`src/gmb_pkg.sv`:
```
// Shared types and constants of the GPIO mode and blink controller.
`default_nettype none

package gmb_pkg;

  // Pin count and derived widths
  localparam int NUM_PINS    = 40;
  localparam int IDX_W       = (NUM_PINS > 1) ? $clog2(NUM_PINS) : 1;
  localparam int VEC_W       = 40;
  localparam int PIN_W       = 8;
  localparam int CMD_W       = 8;
  localparam int ENTRY_PIN_W = 6;

  localparam logic [IDX_W-1:0] LAST_IDX = IDX_W'(NUM_PINS - 1);

  // Usable pins after reset: 2, 4, 5, 12-19, 21-27, 32-36, 39
  localparam logic [VEC_W-1:0] MASK_RESET = 40'd683167182900;

  // Command codes
  localparam logic [CMD_W-1:0] CMD_OUT_ENABLE  = 8'd0;
  localparam logic [CMD_W-1:0] CMD_IN_FLOAT    = 8'd1;
  localparam logic [CMD_W-1:0] CMD_IN_PULLUP   = 8'd2;
  localparam logic [CMD_W-1:0] CMD_IN_PULLDOWN = 8'd3;
  localparam logic [CMD_W-1:0] CMD_DRIVE_LOW   = 8'd10;
  localparam logic [CMD_W-1:0] CMD_DRIVE_HIGH  = 8'd11;
  localparam logic [CMD_W-1:0] CMD_BLINK_SLOW  = 8'd12;
  localparam logic [CMD_W-1:0] CMD_BLINK_FAST  = 8'd13;

  typedef enum logic [1:0] {
    REQ_CMD  = 2'd0,
    REQ_TICK = 2'd1,
    REQ_READ = 2'd2,
    REQ_RSVD = 2'd3
  } req_e;

  typedef enum logic [1:0] {
    ST_OK      = 2'd0,
    ST_BAD_PIN = 2'd1,
    ST_BAD_CMD = 2'd2
  } status_e;

  typedef enum logic [2:0] {
    MODE_UNSET       = 3'd0,
    MODE_IN_FLOAT    = 3'd1,
    MODE_IN_PULLUP   = 3'd2,
    MODE_IN_PULLDOWN = 3'd3,
    MODE_OUT_LOW     = 3'd4,
    MODE_OUT_HIGH    = 3'd5,
    MODE_BLINK_FAST  = 3'd6,
    MODE_BLINK_SLOW  = 3'd7
  } pin_mode_e;

  typedef enum logic [1:0] {
    SEQ_IDLE   = 2'd0,
    SEQ_SCAN   = 2'd1,
    SEQ_FINISH = 2'd2
  } seq_state_e;

endpackage

`default_nettype wire

```
`src/gpio_mode_blink_controller.sv`:
```
// Top level of the GPIO mode and blink controller: sequencer, pin store and result register.
`default_nettype none

// Every request is handled by one pin-update unit that a sequencer steps over
// the pins, one pin per cycle unless a read entry stalls the scan, pins 0 to 39
// in order. A read request holds one entry back to know which is last, so each
// further entry waits until the previous word has left the result register.
// in_ready_o is high only between requests. The result register lets the next
// request be accepted while the final word of the previous one is still waiting.
// Pin modes and blink state sit in flip-flops cleared by reset, so no clearing
// pass is needed after reset. usable_pin_mask is written through
// cfg_we_i/cfg_wdata_i; the user must write it only between requests, as the
// block itself does not enforce this.
module gpio_mode_blink_controller (
  input  wire                                clk_i,
  input  wire                                rst_ni,
  // configuration
  input  wire                                cfg_we_i,
  input  wire  [gmb_pkg::VEC_W-1:0]          cfg_wdata_i,
  // request channel
  input  wire                                in_valid_i,
  output logic                               in_ready_o,
  input  wire  [1:0]                         req_type_i,
  input  wire  [gmb_pkg::PIN_W-1:0]          pin_i,
  input  wire  [gmb_pkg::CMD_W-1:0]          command_i,
  input  wire  [gmb_pkg::VEC_W-1:0]          pin_levels_i,
  // result channel
  output logic                               out_valid_o,
  input  wire                                out_ready_i,
  output logic [1:0]                         status_o,
  output logic [gmb_pkg::VEC_W-1:0]          drive_enable_o,
  output logic [gmb_pkg::VEC_W-1:0]          drive_level_o,
  output logic [gmb_pkg::VEC_W-1:0]          pull_up_enable_o,
  output logic [gmb_pkg::VEC_W-1:0]          pull_down_enable_o,
  output logic                               entry_valid_o,
  output logic [gmb_pkg::ENTRY_PIN_W-1:0]    entry_pin_o,
  output logic                               entry_level_o,
  output logic                               last_o
);
  import gmb_pkg::*;

  // configuration register
  logic [VEC_W-1:0] usable_pin_mask_q;

  // sequencer
  seq_state_e       state_q, state_d;
  logic [IDX_W-1:0] idx_q;

  // latched request
  req_e             req_q;
  logic [PIN_W-1:0] pin_q;
  logic [CMD_W-1:0] cmd_q;
  logic [VEC_W-1:0] levels_q;
  logic             pin_ok_q;

  // held-back read entry
  logic             pend_valid_q, pend_valid_d;
  logic [IDX_W-1:0] pend_pin_q, pend_pin_d;
  logic             pend_level_q, pend_level_d;

  // pin store
  pin_mode_e mode_q  [NUM_PINS];
  logic      level_q [NUM_PINS];
  logic      phase_q [NUM_PINS];

  // result register
  logic             out_valid_q;
  status_e          status_q;
  logic [VEC_W-1:0] de_q, dl_q, pu_q, pd_q;
  logic             ev_q, el_q, last_q;
  logic [IDX_W-1:0] ep_q;

  // shared pin-update unit
  pin_mode_e mode_cur, mode_nx;
  logic      lvl_cur, lvl_nx, ph_cur, ph_nx;
  logic      mask_bit, pin_match, cmd_known, apply_cmd, hit;

  // control
  logic      accept, slot_free, stall, step, emit;
  status_e   emit_status;
  logic      emit_ev, emit_el, emit_last;
  logic [IDX_W-1:0] emit_ep;
  status_e   final_status;

  // drive and pull vectors from the current pin store
  logic [VEC_W-1:0] de_vec, dl_vec, pu_vec, pd_vec;

  assign accept    = in_valid_i && in_ready_o;
  assign slot_free = !out_valid_q || out_ready_i;

  // configuration register
  always_ff @(posedge clk_i or negedge rst_ni) begin
    if (!rst_ni) begin
      usable_pin_mask_q <= MASK_RESET;
    end else if (cfg_we_i) begin
      usable_pin_mask_q <= cfg_wdata_i;
    end
  end

  // per-pin vector bits, each from its own pin entry
  always_comb begin
    de_vec = '0;
    dl_vec = '0;
    pu_vec = '0;
    pd_vec = '0;
    for (int p = 0; p < NUM_PINS; p++) begin
      de_vec[p] = (mode_q[p] == MODE_OUT_LOW) || (mode_q[p] == MODE_OUT_HIGH) ||
                  (mode_q[p] == MODE_BLINK_FAST) || (mode_q[p] == MODE_BLINK_SLOW);
      dl_vec[p] = (mode_q[p] == MODE_OUT_HIGH) ||
                  (((mode_q[p] == MODE_BLINK_FAST) || (mode_q[p] == MODE_BLINK_SLOW)) &&
                   level_q[p]);
      pu_vec[p] = (mode_q[p] == MODE_IN_PULLUP);
      pd_vec[p] = (mode_q[p] == MODE_IN_PULLDOWN);
    end
  end

  // command decode
  always_comb begin
    case (cmd_q)
      CMD_OUT_ENABLE, CMD_IN_FLOAT, CMD_IN_PULLUP, CMD_IN_PULLDOWN,
      CMD_DRIVE_LOW, CMD_DRIVE_HIGH, CMD_BLINK_SLOW, CMD_BLINK_FAST: cmd_known = 1'b1;
      default: cmd_known = 1'b0;
    endcase
  end

  // pin-update unit, working on the pin under the scan index
  assign mode_cur  = mode_q[idx_q];
  assign lvl_cur   = level_q[idx_q];
  assign ph_cur    = phase_q[idx_q];
  assign mask_bit  = usable_pin_mask_q[idx_q];
  assign pin_match = (PIN_W'(idx_q) == pin_q);
  assign apply_cmd = (req_q == REQ_CMD) && cmd_known && pin_match && mask_bit;
  assign hit       = (req_q == REQ_READ) && mask_bit &&
                     ((mode_cur == MODE_IN_FLOAT) || (mode_cur == MODE_IN_PULLUP) ||
                      (mode_cur == MODE_IN_PULLDOWN));

  always_comb begin
    mode_nx = mode_cur;
    lvl_nx  = lvl_cur;
    ph_nx   = ph_cur;
    case (req_q)
      REQ_CMD: begin
        if (apply_cmd) begin
          case (cmd_q)
            CMD_OUT_ENABLE: begin
              if (mode_cur != MODE_OUT_HIGH) mode_nx = MODE_OUT_LOW;
            end
            CMD_IN_FLOAT:    mode_nx = MODE_IN_FLOAT;
            CMD_IN_PULLUP:   mode_nx = MODE_IN_PULLUP;
            CMD_IN_PULLDOWN: mode_nx = MODE_IN_PULLDOWN;
            CMD_DRIVE_LOW:   mode_nx = MODE_OUT_LOW;
            CMD_DRIVE_HIGH:  mode_nx = MODE_OUT_HIGH;
            CMD_BLINK_SLOW: begin
              mode_nx = MODE_BLINK_SLOW;
              lvl_nx  = 1'b0;
              ph_nx   = 1'b0;
            end
            CMD_BLINK_FAST: begin
              mode_nx = MODE_BLINK_FAST;
              lvl_nx  = 1'b0;
              ph_nx   = 1'b0;
            end
            default: mode_nx = mode_cur;
          endcase
        end
      end
      REQ_TICK: begin
        // pins masked off stay frozen
        if (mask_bit && mode_cur == MODE_BLINK_FAST) begin
          lvl_nx = !lvl_cur;
        end else if (mask_bit && mode_cur == MODE_BLINK_SLOW) begin
          ph_nx = !ph_cur;
          if (ph_cur) lvl_nx = !lvl_cur;
        end
      end
      default: mode_nx = mode_cur;
    endcase
  end

  // status of a finished request
  always_comb begin
    case (req_q)
      REQ_CMD: begin
        if (!cmd_known)     final_status = ST_BAD_CMD;
        else if (!pin_ok_q) final_status = ST_BAD_PIN;
        else                final_status = ST_OK;
      end
      REQ_RSVD: final_status = ST_BAD_CMD;
      default:  final_status = ST_OK;
    endcase
  end

  // next state
  always_comb begin
    state_d = state_q;
    case (state_q)
      SEQ_IDLE:   if (in_valid_i) state_d = SEQ_SCAN;
      SEQ_SCAN:   if (step && idx_q == LAST_IDX) state_d = SEQ_FINISH;
      SEQ_FINISH: if (slot_free) state_d = SEQ_IDLE;
      default:    state_d = SEQ_IDLE;
    endcase
  end

  // sequencer outputs: stepping, result word and held-back entry
  always_comb begin
    in_ready_o   = 1'b0;
    stall        = 1'b0;
    step         = 1'b0;
    emit         = 1'b0;
    emit_status  = ST_OK;
    emit_ev      = 1'b0;
    emit_ep      = '0;
    emit_el      = 1'b0;
    emit_last    = 1'b0;
    pend_valid_d = pend_valid_q;
    pend_pin_d   = pend_pin_q;
    pend_level_d = pend_level_q;
    case (state_q)
      SEQ_IDLE: begin
        in_ready_o   = 1'b1;
        pend_valid_d = 1'b0;
      end
      SEQ_SCAN: begin
        stall = hit && pend_valid_q && !slot_free;
        step  = !stall;
        if (step && hit) begin
          // a new entry pushes the held one out as a non-final word
          emit         = pend_valid_q;
          emit_ev      = 1'b1;
          emit_ep      = pend_pin_q;
          emit_el      = pend_level_q;
          pend_valid_d = 1'b1;
          pend_pin_d   = idx_q;
          pend_level_d = levels_q[idx_q];
        end
      end
      SEQ_FINISH: begin
        emit        = slot_free;
        emit_status = final_status;
        emit_ev     = pend_valid_q;
        emit_ep     = pend_valid_q ? pend_pin_q : '0;
        emit_el     = pend_valid_q && pend_level_q;
        emit_last   = 1'b1;
        // the held entry leaves with the final word
        if (slot_free) pend_valid_d = 1'b0;
      end
      default: begin
        in_ready_o = 1'b0;
      end
    endcase
  end

  // sequencer registers
  always_ff @(posedge clk_i or negedge rst_ni) begin
    if (!rst_ni) begin
      state_q      <= SEQ_IDLE;
      idx_q        <= '0;
      pend_valid_q <= 1'b0;
      pin_ok_q     <= 1'b0;
      req_q        <= REQ_CMD;
    end else begin
      state_q      <= state_d;
      pend_valid_q <= pend_valid_d;
      if (accept) begin
        idx_q    <= '0;
        pin_ok_q <= 1'b0;
        req_q    <= req_e'(req_type_i);
      end else if (state_q == SEQ_SCAN && step) begin
        idx_q <= idx_q + 1'b1;
        if (pin_match && mask_bit) pin_ok_q <= 1'b1;
      end
    end
  end

  // request payload and held-back entry
  always_ff @(posedge clk_i) begin
    if (accept) begin
      pin_q    <= pin_i;
      cmd_q    <= command_i;
      levels_q <= pin_levels_i;
    end
    pend_pin_q   <= pend_pin_d;
    pend_level_q <= pend_level_d;
  end

  // pin store, one entry updated per scan step
  always_ff @(posedge clk_i or negedge rst_ni) begin
    if (!rst_ni) begin
      for (int p = 0; p < NUM_PINS; p++) begin
        mode_q[p]  <= MODE_UNSET;
        level_q[p] <= 1'b0;
        phase_q[p] <= 1'b0;
      end
    end else if (state_q == SEQ_SCAN && step) begin
      mode_q[idx_q]  <= mode_nx;
      level_q[idx_q] <= lvl_nx;
      phase_q[idx_q] <= ph_nx;
    end
  end

  // result register valid
  always_ff @(posedge clk_i or negedge rst_ni) begin
    if (!rst_ni) begin
      out_valid_q <= 1'b0;
    end else if (emit) begin
      out_valid_q <= 1'b1;
    end else if (out_ready_i) begin
      out_valid_q <= 1'b0;
    end
  end

  // result register payload
  always_ff @(posedge clk_i) begin
    if (emit) begin
      status_q <= emit_status;
      de_q     <= de_vec;
      dl_q     <= dl_vec;
      pu_q     <= pu_vec;
      pd_q     <= pd_vec;
      ev_q     <= emit_ev;
      ep_q     <= emit_ep;
      el_q     <= emit_el;
      last_q   <= emit_last;
    end
  end

  assign out_valid_o        = out_valid_q;
  assign status_o           = status_q;
  assign drive_enable_o     = de_q;
  assign drive_level_o      = dl_q;
  assign pull_up_enable_o   = pu_q;
  assign pull_down_enable_o = pd_q;
  assign entry_valid_o      = ev_q;
  assign entry_pin_o        = ENTRY_PIN_W'(ep_q);
  assign entry_level_o      = el_q;
  assign last_o             = last_q;

  // a word that is not the last of its request is always a read entry
  assert property (@(posedge clk_i) disable iff (!rst_ni)
    out_valid_o && !last_o |-> entry_valid_o && status_o == ST_OK)
    else $error("non-final word without read entry");

  // no entry is held back between requests
  assert property (@(posedge clk_i) disable iff (!rst_ni)
    state_q == SEQ_IDLE |-> !pend_valid_q)
    else $error("held entry left over in idle");

  // a reported pin is usable under the mask
  assert property (@(posedge clk_i) disable iff (!rst_ni)
    out_valid_o && entry_valid_o |-> usable_pin_mask_q[ep_q])
    else $error("entry reported for an unusable pin");

  // a pin never drives and pulls at the same time
  assert property (@(posedge clk_i) disable iff (!rst_ni)
    (de_vec & (pu_vec | pd_vec)) == '0)
    else $error("pin both driven and pulled");

  // the scan never moves while an entry waits for the result register
  assert property (@(posedge clk_i) disable iff (!rst_ni)
    state_q == SEQ_SCAN && stall |=> $stable(idx_q))
    else $error("scan index moved during a stall");

endmodule

`default_nettype wire

```
`config.mk`:
```
export PLATFORM = sky130hd
export DESIGN_NAME = gpio_mode_blink_controller
export DESIGN_NICKNAME = d
export VERILOG_FILES = /design/src/gmb_pkg.sv /design/src/gpio_mode_blink_controller.sv
export SDC_FILE = /design/constraint.sdc
export NUM_CORES = 1
export LEC_CHECK = 0
export ABC_CLOCK_PERIOD_IN_PS = 20000
export BUFFER_PORTS_ARGS = -buffer_cell sky130_fd_sc_hd__buf_2
export CORE_MARGIN = 2
export CORE_UTILIZATION = 40
export CTS_BUF_LIST = sky130_fd_sc_hd__clkbuf_16
export DETAILED_ROUTE_END_ITERATION = 8
export MAX_ROUTING_LAYER = met4
export REMOVE_ABC_BUFFERS = 1
export SYNTH_ARGS = -nofsm -noshare
export SYNTH_HDL_FRONTEND = slang
export SYNTH_SLANG_ARGS = --single-unit
```
`constraint.sdc`:
```
create_clock -name clk_i -period 20 [get_ports clk_i]
set_input_delay 3 -clock clk_i [delete_from_list [all_inputs] [get_ports clk_i]]
set_output_delay 3 -clock clk_i [all_outputs]
set_load 0.02 [all_outputs]
```
==> reports/qor.csv, run 1 <==
metric;value;unit
Worst setup SP type;flip-flop;
pin count of the biggest net entering global routing;106;
initial antenna violation count;2;
final max-slew violation count;0;
clk buf depth;3;
RR Endpoint;drive_enable_o[6];
Post-Syn Instances;1471;
Hold Crit Class;reg -> reg;
Crit. End Element;flip-flop;
Yosys warnings;0;
Pint;1.87;mW
Worst setup startpoint;idx_q[2];
Worst setup endpoint;drive_enable_o[6];
die span in y;237;um
Via density;5.60;
critical path fanouts, max;70;
Worst Path Arrival;5.80;ns
Core Region;53600;sq um
WL final;60500;um
PortBufs;275;
GR Util met2;34.6;%
cell mode on critical path;buf_4;
Period minus WS final;5.59;ns
Final #Nets;1826;
Initial DRC Count;994;
Crit Path Category;reg -> reg;
Post-synth ARST share;51.8;%
GR Util met1;28.6;%
clk sink count;488;
Critical-path top delay cell;buf_4;
post-route DRC violation count;0;
register-to-register path setup slack;14.41;ns
stages on the worst setup path;12;
clk root buf;clkbuf_16;
Least-Margin Pin Slew;1.24;ns
Setup Skew;0.0210;ns
row cnt;85;
Hold-fix buffers, CTS;0;
Avg Cell Area, Syn;14.7;sq um
Worst Path Required;20.21;ns
EDFF count, synth;234;
Distinct cells, synth;70;
Layout area overhead;17.5;%
worst vdd ir;80.9;uV
CTS tree;done;
Max-cap violations;0;
design area;25400;sq um
die width;237;um
ratio of cells with drive above 1 in the final layout;40.8;%
final setup vio count;0;
number of global-route vias before repair;14100;
CP bufs+invs;3;
Worst-path clk slew;0.06;ns
Final TNS setup;0;ns
H-Tree Depth;2;
worst reg-to-reg path cell count;12;
Post CTS Setup Buffer Count;0;
combinational share of power;22.5;%
Tot Pwr;2.76;mW
CTS resizes;0;
CP top delay family;buffers and inverters;
Max-Slew Margin vs Limit;17.0;%
Switch Pwr;0.884;mW
power density over cell area;108;nW/um^2
GRT met3 Usage;4.48;%
clock share of power;35.7;%
via count;13700;
first-pass GRT wire length;90600;um
mapped cell area;21600;sq um
layer carrying the most global-route usage;met2;
Ports;276;
Clk Latency, worst-skew pair;0.60;ns
DP HPWL;41100;um
total clock buffers created by CTS;52;
GRT Resource Usage Total;22.2;%
# fillers;4863;
GRT Residual Overflow;0;
Placed Instance Area;23700;sq um
Seq pwr share;41.8;%
TritonRoute pass-1 iters;5;
Final Cycle Share;27.9;%
most common cell after layout, fill and taps aside;buf_2;
reg-to-reg startpoint;idx_q[2];
full die area;55900;sq um
Critical Path, Cell by Cell;buf_4 -> buf_4 -> nand2b_1 -> mux4_2 -> a21oi_1 -> a311o_1 -> or3_4 -> a211oi_1 -> nand3_1 -> o22ai_1 -> and2_4 -> buf_4;
flops & latches, synth;488;
GP Congestion;0.855;
Initial Utilization;40.3;%
Sw Share;32.1;%
most frequent cells in the layout;274 x buf_2, 243 x mux2_2, 234 x edfxtp_1;
main flop type after synthesis;edfxtp_1;
post-route ant nets;0;
multi-input logic area;7730;sq um
sequential-to-total area share from yosys stat;62.0;%
RSZ-0062 raised after global routing;no;
Leak;11.0;nW
maximum clock rate;179;MHz
status;complete, no violations;
wire per inst;24.7;um
Register Area;13400;sq um
Max stage delay on crit path;0.77;ns
Fin. Hold Viols;0;
-- layout make-up --
class | instances | area share, %
Sequential cell | 488 | 52.8
Multi-Input combinational cell | 855 | 30.4
Timing Repair Buffer | 301 | 6.22
Clock buffer | 53 | 5.22
Tap cell | 696 | 3.43
Clock inverter | 43 | 1.65
Inverter | 16 | 0.236
Antenna cell | 2 | 0.0197
-- how the worst min path moves through the flow --
stage	start	to	depth (start not counted)
after CTS	phase_q[35]	phase_q[35]	1
after global routing	usable_pin_mask_q[10]	usable_pin_mask_q[10]	1
final	usable_pin_mask_q[29]	usable_pin_mask_q[29]	1
after detailed placement	usable_pin_mask_q[37]	usable_pin_mask_q[37]	1
after floorplan	pin_ok_q	pin_ok_q	2
after global placement	phase_q[20]	phase_q[20]	1
-- metal layers --
layer / vias up / wire [um]
met5: - / 0
met1: 6980 / 25400
met4: 0 / 2380
met2: 542 / 28500
met3: 151 / 4260
li1: 6070 / -
-- stage by stage --
stage          util [%]  cells  hold WS, ns  setup slack, ns
5_1_grt            47.4   2454        0.519            14.14
4_1_cts            47.4   2452        0.507            14.38
2_1_floorplan         -   1359        0.468            11.69
6_report           47.4   2454        0.505            14.41
3_5_place_dp       44.1   2356        0.494            14.38
3_3_place_gp       44.1   2356        0.483            14.43
-- power by group through the flow --
stage / logic [mW] / registers, mW / clock network, mW
6_report: 0.619 / 1.15 / 0.985
3_3_place_gp: 0.604 / 1.17 / 0
5_1_grt: 0.646 / 1.16 / 1.05
3_5_place_dp: 0.609 / 1.17 / 0
4_1_cts: 0.611 / 1.15 / 1.01
2_1_floorplan: 0.307 / 1.19 / 0
-- state kept, by name (all words and copies together), names as in the netlist, 2 cells and up, named ones only --
register,cells
state_q,2
phase_q,40
pull_down_enable_o,40
level_q,40
drive_level_o,40
entry_pin_o,6
pend_pin_q,6
pull_up_enable_o,40
levels_q,40
req_q,2
mode_q,120
cmd_q,8
usable_pin_mask_q,40
pin_q,8
idx_q,6
drive_enable_o,40
status_o,2
-- logic make-up after synthesis --
logic type | count (synthesis) | share of synthesized area [%]
adder cells (fa/ha/maj) | 9 | 0.521
buffers and inverters | 128 | 2.75
XOR/XNOR | 10 | 0.405
AO/OA/AOI/OAI | 179 | 6.25
AND/OR/NAND/NOR | 312 | 10.2
flip-flops | 488 | 62.0
multiplexers | 345 | 17.8
-- synthesized netlist by cell type, drive strengths merged (7+ instances only) --
cell type | instances | share of area [%]
nor3 | 54 | 2.8
o22ai | 15 | 0.43
nor3b | 42 | 1.5
a21oi | 21 | 0.49
clkbuf | 74 | 1.3
nor2 | 30 | 0.52
and2 | 13 | 0.38
a22oi | 39 | 1.4
o21ai | 14 | 0.32
nand3 | 10 | 0.23
and3b | 42 | 1.7
buf | 38 | 1.2
mux2i | 71 | 3.3
mux2 | 269 | 14
ha | 9 | 0.52
dfrtp | 229 | 27
edfxtp | 234 | 32
nand2b | 7 | 0.20
a22o | 14 | 0.57
inv | 15 | 0.26
a221oi | 27 | 1.1
or3 | 9 | 0.28
nor2b | 50 | 1.4
dfstp | 24 | 2.9
nand2 | 40 | 0.69
a31oi | 7 | 0.20
Power figures use the tool's default switching activity.
==> run 2, diff against run 1 <==
Settings changed: ABC_AREA from default to 1, ABC_CLOCK_PERIOD_IN_PS 20000 to 5500.
Clock period 20 ns to 5.5 ns, I/O delays scaled along.
==> run 2 against run 1 <==
Effect of this change:
- non-clock buffer count grew 8
- cell count grew 42%
- design area grew 2.5%
- clock power grew to 3.6 times the previous value
- sequential power grew to 3.8 times the previous value
- wire length grew 6.8%
- sequential cell count is the same
- critical path depth grew 8
==> reports/qor.csv, run 2 <==
metric;value;unit;change
status;complete, no violations;;
worst vdd ir;242;uV;+200%
Final #Nets;2809;;+54%
most frequent cells in the layout;1158 x nand2_1, 274 x buf_2, 234 x edfxtp_1;;
maximum clock rate;248;MHz;+38%
first-pass GRT wire length;99000;um;+9.3%
Post-Syn Instances;2454;;+67%
GP Congestion;0.897;;+5.0%
dominant cells by area after synthesis;edfxtp_1 32%, dfrtp_1 26%, nand2_1 20%, o21ai_0 2.9%, dfstp_2 2.8%;;
GRT Residual Overflow;0;;unchanged
Post-synth ARST share;51.8;%;unchanged
most frequent cell after synthesis;nand2_1;;
TritonRoute pass-1 iters;8;;+3
critical path fanouts, max;41;;-41%
row cnt;86;;+1.2%
largest area contributor in the netlist;edfxtp_1;;
initial antenna violation count;1;;-1
CTS tree;done;;
worst reg-to-reg path cell count;20;;+8
Final Cycle Share;73.4;%;+45 points
post-synth top area share;31.6;%;-0.90 points
mapped cell area;22200;sq um;+2.8%
design area;26000;sq um;+2.5%
Least-Margin Pin Slew;0.996;ns;-0.247 ns
clk buf depth;3;;unchanged
CTS resizes;0;;unchanged
non-filler instance count after layout;3490;;+42%
Placed Instance Area;24300;sq um;+2.8%
final core occ;47.3;%;-0.058 points
Leak;12.2;nW;+10%
most common cell after layout, fill and taps aside;nand2_1;;
Worst Path Arrival;4.31;ns;-1.49 ns
Commonest cells post-synth;1158 x nand2_1, 234 x edfxtp_1, 229 x dfrtp_1, 158 x inv_1, 128 x o21ai_0;;
GRT Resource Usage Total;23.2;%;+1.0 points
Clk Latency, worst-skew pair;0.61;ns;about the same
Layout area overhead;17.1;%;
Fin. Hold Viols;0;;unchanged
via count;17700;;+29%
Worst Path Required;5.78;ns;-14.43 ns
WL final;64600;um;+6.8%
Post-Synth XOR/XNOR Area;0.197;%;-0.21 points
mux cell area share after synthesis;1.11;%;-17 points
sequential-to-total area share from yosys stat;60.3;%;-1.7 points
reg-to-reg startpoint;idx_q[0];;
Crit. End Element;flip-flop;;
Distinct cells, synth;50;;-29%
wire per inst;18.5;um;-25%
largest family of logic cells by synthesized area;simple AND/OR/NAND/NOR gates;;
Final TNS setup;0;ns;unchanged
final setup vio count;0;;unchanged
final max-slew violation count;0;;unchanged
Ports;276;;unchanged
number of global-route vias before repair;17300;;+23%
RR Endpoint;drive_enable_o[3];;
clk sink count;488;;unchanged
Crit Path Category;reg -> reg;;
pin count of the biggest net entering global routing;144;;+36%
adder-cell share of the synthesized area;0.506;%;-0.014 points
Via density;5.07;;-9.5%
power density over cell area;373;nW/um^2;+240%
Max-cap violations;0;;unchanged
total clock buffers created by CTS;53;;+1.9%
Max-Slew Margin vs Limit;33.0;%;+16 points
Hold Crit Class;in -> async;;
Initial DRC Count;1595;;+60%
post-route ant nets;0;;unchanged
RSZ-0062 raised after global routing;no;;
Period minus WS final;4.04;ns;-1.55 ns
PortBufs;275;;unchanged
ANT cells;0;;-2
Hold-fix buffers, CTS;0;;unchanged
Avg Cell Area, Syn;9.06;sq um;-38%
complex-gate fraction of the synthesized area;5.45;%;-0.80 points
register-to-register path setup slack;1.46;ns;-12.95 ns
Placed Cells;3390;;+44%
Post CTS Setup Buffer Count;0;;unchanged
Setup Skew;0.0226;ns;+0.00166 ns
H-Tree Depth;2;;unchanged
main flop type after synthesis;edfxtp_1;;
number of flip-flops in the largest register;120;;unchanged
EDFF count, synth;234;;unchanged
die span in y;240;um;+1.4%
clk root buf;clkbuf_16;;
Core Region;55000;sq um;+2.6%
flops & latches, synth;488;;unchanged
simple logic cell fraction of the synthesized area;26.8;%;+17 points
die width;240;um;+1.4%
ratio of cells with drive above 1 in the final layout;19.6;%;-21 points
Yosys warnings;0;;unchanged
DP HPWL;44500;um;+8.3%
post-route DRC violation count;0;;unchanged
full die area;57500;sq um;+2.8%
Initial Utilization;40.4;%;+0.10 points
Worst setup SP type;flip-flop;;
Tot Pwr;9.72;mW;+250%
Worst-path clk slew;0.06;ns;about the same
Largest Register;mode_q;;
## run 2: report_power, final
part	internal [mW]	total, mW	switching, mW
Combinational	0.417	1.83	1.41
Clock	2.04	3.52	1.48
Sequential	4.21	4.37	0.159
## run 2: critical path: stages, from the launching register on
cell	delay [ns]
dfrtp_4	0.65
inv_2	0.41
buf_12	0.28
nand2_1	0.08
nand2_1	0.07
nand2_1	0.05
nand2_1	0.09
nand2_1	0.05
nand2_1	0.13
nand2_1	0.06
nand2_1	0.09
nor2_1	0.04
nand2_1	0.21
nand2_1	0.11
nor2_2	0.13
and2_1	0.18
nand4_1	0.09
nand2_1	0.07
nand2_1	0.11
inv_6	0.36
buf_12	0.29
## run 2: area by class of cell
| type | count | area (sq um) |
|---|---|---|
| fill | 5272 | 29000 |
| inverter | 172 | 651 |
| clock buffer | 55 | 1380 |
| multi-input combinational | 1673 | 7610 |
| timing repair buffer | 309 | 1720 |
| clock inverter | 45 | 335 |
| sequential | 488 | 13400 |
| tap | 748 | 936 |
## run 2: stage by stage
step | hold WS [ns] | setup WS (ns)
final | 0.255 | 1.46
after global routing | 0.306 | 1.13
after CTS | 0.281 | 1.43
after detailed placement | 0.465 | 1.48
after global placement | 0.462 | 1.55
after floorplan | 0.449 | -3.61
## run 2: cell families (layout without fill, tap and decap cells)
family | after synthesis | in the layout
AO/OA/AOI/OAI | 226 | 226
buffers and inverters | 293 | 581
flip-flops | 488 | 488
XOR/XNOR | 5 | 5
AND/OR/NAND/NOR | 1411 | 1411
adder cells (fa/ha/maj) | 9 | 9
multiplexers | 22 | 22
## run 2: worst max-delay path by stage
stage,from,to,slack [ns],cells past startpoint
detailed placement,idx_q[0],drive_enable_o[27],1.48,20
finish,idx_q[0],drive_enable_o[3],1.46,20
floorplan,idx_q[0],drive_enable_o[0],-3.61,17
CTS,idx_q[0],drive_level_o[24],1.43,18
global placement,idx_q[0],pull_down_enable_o[35],1.55,18
global route,idx_q[0],pull_down_enable_o[26],1.13,18
## run 2: metal layers
layer	share of wire [%]	up-vias	GRT usage (%)	routed length, um
li1	-	8380	-	-
met1	43	8454	30.8	27700
met2	46	736	36.3	29900
met3	8.2	118	4.39	5320
met4	2.7	0	7.27	1720
met5	0	-	-	0
